===== src/rtl/div64_pkg.sv =====
package div64_pkg;

  localparam int unsigned DATA_WIDTH_DEF = 64;
  localparam int unsigned FIELD_WIDTH    = 64;
  localparam int unsigned OP_WIDTH       = 2;

  typedef enum logic [OP_WIDTH-1:0] {
    OP_UQUOT = 2'd0,
    OP_UREM  = 2'd1,
    OP_SQUOT = 2'd2,
    OP_SREM  = 2'd3
  } op_t;

  // control handed from the sequencer to every cell
  typedef struct packed {
    logic load;
    logic step;
  } cell_ctl_t;

endpackage


===== src/rtl/div64_cell.sv =====
// one bit slice of the partial remainder and quotient registers
module div64_cell (
  input  logic                  clk,
  input  div64_pkg::cell_ctl_t  ctl,
  input  logic                  load_rem,
  input  logic                  load_quo,
  input  logic                  rem_in,
  input  logic                  quo_in,
  input  logic                  diff,
  input  logic                  take,
  output logic                  rem_out,
  output logic                  quo_out
);

  logic rem_r, rem_nxt;
  logic quo_r, quo_nxt;

  always_comb begin
    rem_nxt = rem_r;
    quo_nxt = quo_r;
    if (ctl.load) begin
      rem_nxt = load_rem;
      quo_nxt = load_quo;
    end else if (ctl.step) begin
      // shifted remainder bit, or the difference bit when subtracting
      rem_nxt = take ? diff : rem_in;
      quo_nxt = quo_in;
    end
  end

  always_ff @(posedge clk) begin
    rem_r <= rem_nxt;
    quo_r <= quo_nxt;
  end

  assign rem_out = rem_r;
  assign quo_out = quo_r;

endmodule


===== src/rtl/divider_64bit_signed_unsigned.sv =====
// channel | ports                                        | direction
// in      | in_valid in_ready in_operation in_dividend in_divisor | into block
// out     | out_valid out_ready out_result out_divide_by_zero     | out of block
//
// each word passes a load step with operand magnitude negation, then
// DATA_WIDTH shift-subtract steps through the row of bit cells (one quotient
// bit per step, the wide subtract sets the pace), then a sign fix-up step that
// writes the output register once that register is free.
// reset is synchronous active low and clears the sequencer and output valid.
// the next word is taken while a finished result still waits for out_ready;
// a stalled output only holds the row once the next division is done.
module divider_64bit_signed_unsigned #(
  parameter int unsigned DATA_WIDTH = div64_pkg::DATA_WIDTH_DEF
) (
  input  logic                                clk,
  input  logic                                rst_n,
  input  logic                                in_valid,
  output logic                                in_ready,
  input  logic [div64_pkg::OP_WIDTH-1:0]      in_operation,
  input  logic [div64_pkg::FIELD_WIDTH-1:0]   in_dividend,
  input  logic [div64_pkg::FIELD_WIDTH-1:0]   in_divisor,
  output logic                                out_valid,
  input  logic                                out_ready,
  output logic [div64_pkg::FIELD_WIDTH-1:0]   out_result,
  output logic                                out_divide_by_zero
);

  localparam int unsigned CW = $clog2(DATA_WIDTH + 1);

  typedef enum logic [1:0] {
    ST_IDLE,
    ST_STEP,
    ST_FIX,
    ST_HOLD
  } state_t;

  state_t state_r;
  logic [CW-1:0] cnt_r;

  // per-word flags captured at load
  logic want_rem_r, neg_quo_r, neg_rem_r, dbz_r;
  logic [DATA_WIDTH-1:0] div_r;      // divisor magnitude
  logic [DATA_WIDTH-1:0] orig_n_r;   // dividend as given, for divide by zero

  logic [DATA_WIDTH-1:0] rem_q, quo_q;
  logic [DATA_WIDTH-1:0] rem_sh, quo_sh;
  logic [DATA_WIDTH-1:0] diff;
  logic [DATA_WIDTH:0]   sub_w;
  logic take;

  logic [DATA_WIDTH-1:0] n_in, d_in, mag_n, mag_d;
  logic is_signed, n_neg, d_neg;
  div64_pkg::cell_ctl_t ctl;

  logic out_valid_r;
  logic [div64_pkg::FIELD_WIDTH-1:0] out_result_r;
  logic out_dbz_r;

  assign n_in      = in_dividend[DATA_WIDTH-1:0];
  assign d_in      = in_divisor[DATA_WIDTH-1:0];
  assign is_signed = in_operation[1];
  assign n_neg     = is_signed & n_in[DATA_WIDTH-1];
  assign d_neg     = is_signed & d_in[DATA_WIDTH-1];
  assign mag_n     = n_neg ? (~n_in + 1'b1) : n_in;
  assign mag_d     = d_neg ? (~d_in + 1'b1) : d_in;

  assign in_ready = (state_r == ST_IDLE);
  assign ctl.load = in_valid & in_ready;
  assign ctl.step = (state_r == ST_STEP);

  // shift: remainder takes the top quotient bit, quotient shifts in the new bit
  assign rem_sh = {rem_q[DATA_WIDTH-2:0], quo_q[DATA_WIDTH-1]};
  assign sub_w  = {1'b0, rem_sh} - {1'b0, div_r};
  assign diff   = sub_w[DATA_WIDTH-1:0];
  assign take   = rem_q[DATA_WIDTH-1] | ~sub_w[DATA_WIDTH];
  assign quo_sh = {quo_q[DATA_WIDTH-2:0], take};

  // row of bit cells: dividend magnitude enters the quotient register, remainder starts at zero
  for (genvar g = 0; g < DATA_WIDTH; g++) begin : g_cell
    div64_cell u_cell (
      .clk      (clk),
      .ctl      (ctl),
      .load_rem (1'b0),
      .load_quo (mag_n[g]),
      .rem_in   (rem_sh[g]),
      .quo_in   (quo_sh[g]),
      .diff     (diff[g]),
      .take     (take),
      .rem_out  (rem_q[g]),
      .quo_out  (quo_q[g])
    );
  end

  logic [DATA_WIDTH-1:0] fix_val;
  always_comb begin
    if (dbz_r) begin
      fix_val = want_rem_r ? orig_n_r : '0;
    end else if (want_rem_r) begin
      fix_val = neg_rem_r ? (~rem_q + 1'b1) : rem_q;
    end else begin
      fix_val = neg_quo_r ? (~quo_q + 1'b1) : quo_q;
    end
  end

  always_ff @(posedge clk) begin
    if (!rst_n) begin
      state_r     <= ST_IDLE;
      cnt_r       <= '0;
      out_valid_r <= 1'b0;
    end else begin
      // the fix-up states drive out_valid_r themselves
      if (out_valid_r && out_ready && state_r != ST_FIX && state_r != ST_HOLD) begin
        out_valid_r <= 1'b0;
      end
      case (state_r)
        ST_IDLE: begin
          if (ctl.load) begin
            state_r    <= ST_STEP;
            cnt_r      <= CW'(DATA_WIDTH);
            want_rem_r <= in_operation[0];
            neg_quo_r  <= n_neg ^ d_neg;
            neg_rem_r  <= n_neg;
            dbz_r      <= (d_in == '0);
            div_r      <= mag_d;
            orig_n_r   <= n_in;
          end
        end
        ST_STEP: begin
          cnt_r <= cnt_r - 1'b1;
          if (cnt_r == CW'(1)) begin
            state_r <= ST_FIX;
          end
        end
        ST_FIX, ST_HOLD: begin
          if (!out_valid_r || out_ready) begin
            out_valid_r  <= 1'b1;
            out_result_r <= div64_pkg::FIELD_WIDTH'(fix_val);
            out_dbz_r    <= dbz_r;
            state_r      <= ST_IDLE;
          end else begin
            state_r <= ST_HOLD;
          end
        end
        default: state_r <= ST_IDLE;
      endcase
    end
  end

  assign out_valid          = out_valid_r;
  assign out_result         = out_result_r;
  assign out_divide_by_zero = out_dbz_r;

  // the row shifts only while stepping
  a_cnt_range: assert property (@(posedge clk) disable iff (!rst_n)
    (state_r == ST_STEP) |-> (cnt_r != '0)) else $error("step count ran out");
  a_no_load_busy: assert property (@(posedge clk) disable iff (!rst_n)
    (state_r != ST_IDLE) |-> !in_ready) else $error("ready while busy");
  a_fix_after_step: assert property (@(posedge clk) disable iff (!rst_n)
    (state_r == ST_FIX) |-> $past(state_r == ST_STEP)) else $error("fix without steps");
  a_hold_stalled: assert property (@(posedge clk) disable iff (!rst_n)
    (state_r == ST_HOLD) |-> out_valid_r) else $error("hold with empty output");

endmodule


===== config.mk =====
export PLATFORM = sky130hd
export DESIGN_NAME = divider_64bit_signed_unsigned
export DESIGN_NICKNAME = d
export VERILOG_FILES = /design/src/rtl/div64_pkg.sv /design/src/rtl/div64_cell.sv /design/src/rtl/divider_64bit_signed_unsigned.sv
export SDC_FILE = /design/constraint.sdc
export NUM_CORES = 1
export LEC_CHECK = 0
export ABC_AREA = 1
export BUFFER_PORTS_ARGS = -buffer_cell sky130_fd_sc_hd__clkbuf_2
export CAP_MARGIN = 20
export CELL_PAD_IN_SITES_DETAIL_PLACEMENT = 1
export CELL_PAD_IN_SITES_GLOBAL_PLACEMENT = 2
export CORE_MARGIN = 3
export CORE_UTILIZATION = 34
export DETAILED_ROUTE_END_ITERATION = 7
export GPL_TIMING_DRIVEN = 0
export MAX_ROUTING_LAYER = met4
export PLACE_DENSITY_LB_ADDON = 0.1
export REMOVE_ABC_BUFFERS = 1
export SLEW_MARGIN = 20
export SYNTH_ARGS = -nofsm -noshare
export SYNTH_HDL_FRONTEND = slang
export SYNTH_SLANG_ARGS = --single-unit

===== constraint.sdc =====
create_clock -name clk -period 9.6 [get_ports clk]
set_input_delay 0.96 -clock clk [delete_from_list [all_inputs] [get_ports clk]]
set_output_delay 0.96 -clock clk [all_outputs]
set_load 0.005 [all_outputs]

==> impl_metrics.tcl <==
set metrics [dict create \
    clkLatencyLatePin_ns 0.60 \
    crit_path_start_kind "flip-flop" \
    synth_area_um2 27600 \
    via_per_inst 5.13 \
    cp_max_fo 50 \
    clockPowerShare_pct 25.3 \
    gp_congestion 0.927 \
    whs_ns 0.457 \
    irDropWorstVdd_v 0.000159 \
    rows 103 \
    cts_tree "done" \
    worstMarginPinSlew_ns 1.09 \
    ctsResizeCount 0 \
    cts_sinks 335 \
    ys_seq_area_share_pct 33.7 \
    cts_hold_buf 0 \
    synth_top_area_cell "edfxtp_1" \
    r2r_slack_ns 5.22 \
    hold_viol 0 \
    synth_top_cell_area_share_pct 28.4 \
    io_buffer_count 200 \
    yosys_warnings 0 \
    powerDensity_nw_per_um2 199 \
    grt_pass1_wl_mm 180 \
    clkTransAtPathRegs_ns 0.06 \
    vias 29000 \
    status "finished clean" \
    wirelength_mm 120 \
    preCtsSetupSlack_ns 5.23 \
    post_cts_buffers 0 \
    finClkSkew_ns 0.0277 \
    ant_nets 0 \
    wl_per_cell_um 21.2 \
    drive_gt1_share_pct 7.78 \
    clock_path_buffers 3 \
    critPathLaunch "g_cell[63].u_cell.quo_out" \
    cts_made_buffers 43 \
    timing.rr.start "g_cell[63].u_cell.quo_out" \
    cp.arrival_ns 4.86 \
    overflow 0 \
    worstHoldEndpoint "cnt_r[5]" \
    cp_common_cell "nand2_1" \
    syn_to_final_growth_pct 13.8 \
    fillCellCount 10600 \
    dpl.hpwl_mm 98.6 \
    rsz0062_at_grt "no" \
    slew_headroom_pct 26.7 \
    dieArea_um2 84700 \
    async_flop_share_pct 0 \
    setup_viol 0 \
    nets 4772 \
    synth.most_common_cell "nand2_1" \
    fmax_mhz 228 \
    synth_area_leaders "edfxtp_1 28%, nand2_1 21%, inv_1 8.8%, nor2_1 7.4%, nand3_1 6.6%" \
    fin_ws_ns 5.22 \
    fin_area_um2 31500 \
    swShare_pct 45.0 \
    io_pins 201 \
    place_area_um2 30100 \
    reg2reg_depth 19 \
    first_pass_iters 5 \
    r2r_end "g_cell[42].u_cell.rem_out" \
    holdCritStartpoint "cnt_r[5]" \
    p_comb_share_pct 42.7 \
    cp_top_family "simple AND/OR/NAND/NOR gates" \
    worst_setup_path_end_kind "flip-flop" \
    synth_common_cells "1573 x nand2_1, 648 x inv_1, 543 x nor2_1" \
    htreeDepth 2 \
    layout_min_cycle_time_ns 4.38 \
    power_switching_w 0.00281 \
    synth_ff_type "edfxtp_1" \
    holdPathStages 1 \
    grt_max_degree 82 \
    worstPathCellList "inv_1 > ha_1 > fa_1 > inv_1 > nand2_1 > nand2_1 > nand3_1 > nand2_2 > nand2_1 > nand2_2 > nand2_1 > nand2_2 > nand2_2 > nand3_4 > buf_12 > inv_2 > nand2_1 > nand3_1 > nand2_1" \
    seqPwrFrac_pct 32.0 \
    syn_avg_cell_area_um2 6.28 \
    finalCritPeriodShare_pct 45.6 \
    synth_edf_count 261 \
    antenna_found_initial 2 \
    max_cap_violations 0 \
    netlist-cell-type-count 55 \
    grt_pass1_vias 28600 \
    critPathKind "reg -> reg" \
    die_y_um 291 \
    syn_inst 4397 \
    instances_no_fill 5655 \
    crit_required_ns 10.08 \
    cpPeakStageDelay_ns 0.66 \
    crit_buf_inv 4 \
    slowest_stage "inv_2" \
    hold_path_class "reg -> reg" \
    drc 0 \
    core_area_um2 79800 \
    dpl.cell_count 5572 \
    fp.dieW_um 291 \
    drt-initial-drc-count 2189 \
    start_util_pct 34.6 \
    track_usage_pct 28.6 \
    power_leakage_nw 15.1 \
    cts-root-buf "clkbuf_16" \
    synth-seq-cells 335 \
    slew_viol_final 0 \
    internal_power_w 0.00344 \
]
-- cell usage in the layout (no fill, tap or decap), types with 5 or more instances in the layout --
cell type  synthesis  layout
o31ai_1           10      10
o21ai_0          205     205
clkinv_2           0       8
buf_8              1       8
nand4_1           91      91
inv_2              7      11
xnor2_1           44      44
nand2_2            9      11
nand3_1          365     365
nor2_2            16      16
nor2_1           543     539
clkbuf_1          68      11
edfxtp_1         261     261
clkbuf_16          0      43
a21oi_1          122     122
nor3_1            54      54
nor2_4             5       9
o21ai_1            9       9
ha_1              70      70
nand3b_1          14      14
a31oi_1            5       5
xor2_1            87      87
a22o_1            11      11
clkinv_1           4      11
and2_1             5       5
nor4_1            10      10
o22ai_1            9       9
nand2_1         1573    1570
dfxtp_1           74      74
clkbuf_2           0     200
buf_16             0       8
buf_12             1      12
inv_1            648     641
-- state kept, by name, indices dropped and copies added, names as in the netlist --
| name | flops |
|---|---|
| cnt_r | 7 |
| dbz_r | 1 |
| div_r | 64 |
| g_cell.u_cell.quo_out | 64 |
| g_cell.u_cell.rem_out | 64 |
| neg_quo_r | 1 |
| neg_rem_r | 1 |
| orig_n_r | 64 |
| out_divide_by_zero | 1 |
| out_result | 64 |
| out_valid | 1 |
| state_r | 2 |
| want_rem_r | 1 |
-- metrics by stage --
step / TNS [ns] / total power [W] / util (%)
5_1_grt: 0 / 0.00672 / 39.4
3_3_place_gp: -758.40 / 0.00463 / 36.9
4_1_cts: 0 / 0.00629 / 39.4
2_1_floorplan: 0 / 0.00364 / -
6_report: 0 / 0.00625 / 39.4
3_5_place_dp: 0 / 0.00468 / 37.7
-- cell families (layout without fill, tap and decap cells) --
family                     after synthesis  in the layout  synth area share, %
and+or+nand+nor                       2702           2702                 40.4
buffers and inverters                  762            966                 10.7
AOI/OAI and AO/OA                      396            396                 7.81
DFF                                    335            335                 33.7
xor gates and xnor gates               131            131                 4.15
adders and majority gates               71             71                 3.24
other                                    0              4                    0
-- power by group through the flow --
stage	clock, W	combinational [W]	sequential, W
floorplan	0	0.00170	0.00194
global placement	0	0.00257	0.00207
detailed placement	0	0.00264	0.00204
CTS	0.00162	0.00266	0.00201
global route	0.00169	0.00301	0.00202
finish	0.00158	0.00267	0.00200
-- routing by layer --
| layer | part of all wire [%] | vias to the layer above | GRT usage [%] | wire (um) |
|---|---|---|---|---|
| li1 | - | 14400 | - | - |
| met1 | 48 | 13900 | 40.1 | 57100 |
| met2 | 44 | 703 | 44.1 | 52900 |
| met3 | 6.6 | 89 | 4.76 | 7940 |
| met4 | 1.5 | 0 | 4.12 | 1800 |
| met5 | 0 | - | - | 0 |
-- layout make-up --
type	count	area [um^2]	share of cell area, %
diodes	4	10.0	0.0318
clock buffers	54	1120	3.55
clock inverters	25	218	0.692
inverters	659	2490	7.90
multi-input cells	3300	15400	49.0
flip-flops and latches	335	9320	29.6
well taps	1050	1310	4.18
repair buffers	228	1580	5.03
-- worst max path at each step --
stage / slack, ns / cells after the start / end
after floorplan: 1.14 / 2 / dbz_r
after global placement: -4.14 / 5 / g_cell[58].u_cell.quo_out
after detailed placement: 5.23 / 19 / g_cell[4].u_cell.rem_out
after CTS: 5.21 / 19 / g_cell[4].u_cell.rem_out
after global routing: 4.80 / 19 / g_cell[27].u_cell.rem_out
final: 5.22 / 19 / g_cell[42].u_cell.rem_out
(Power assumes the default switching activity.)
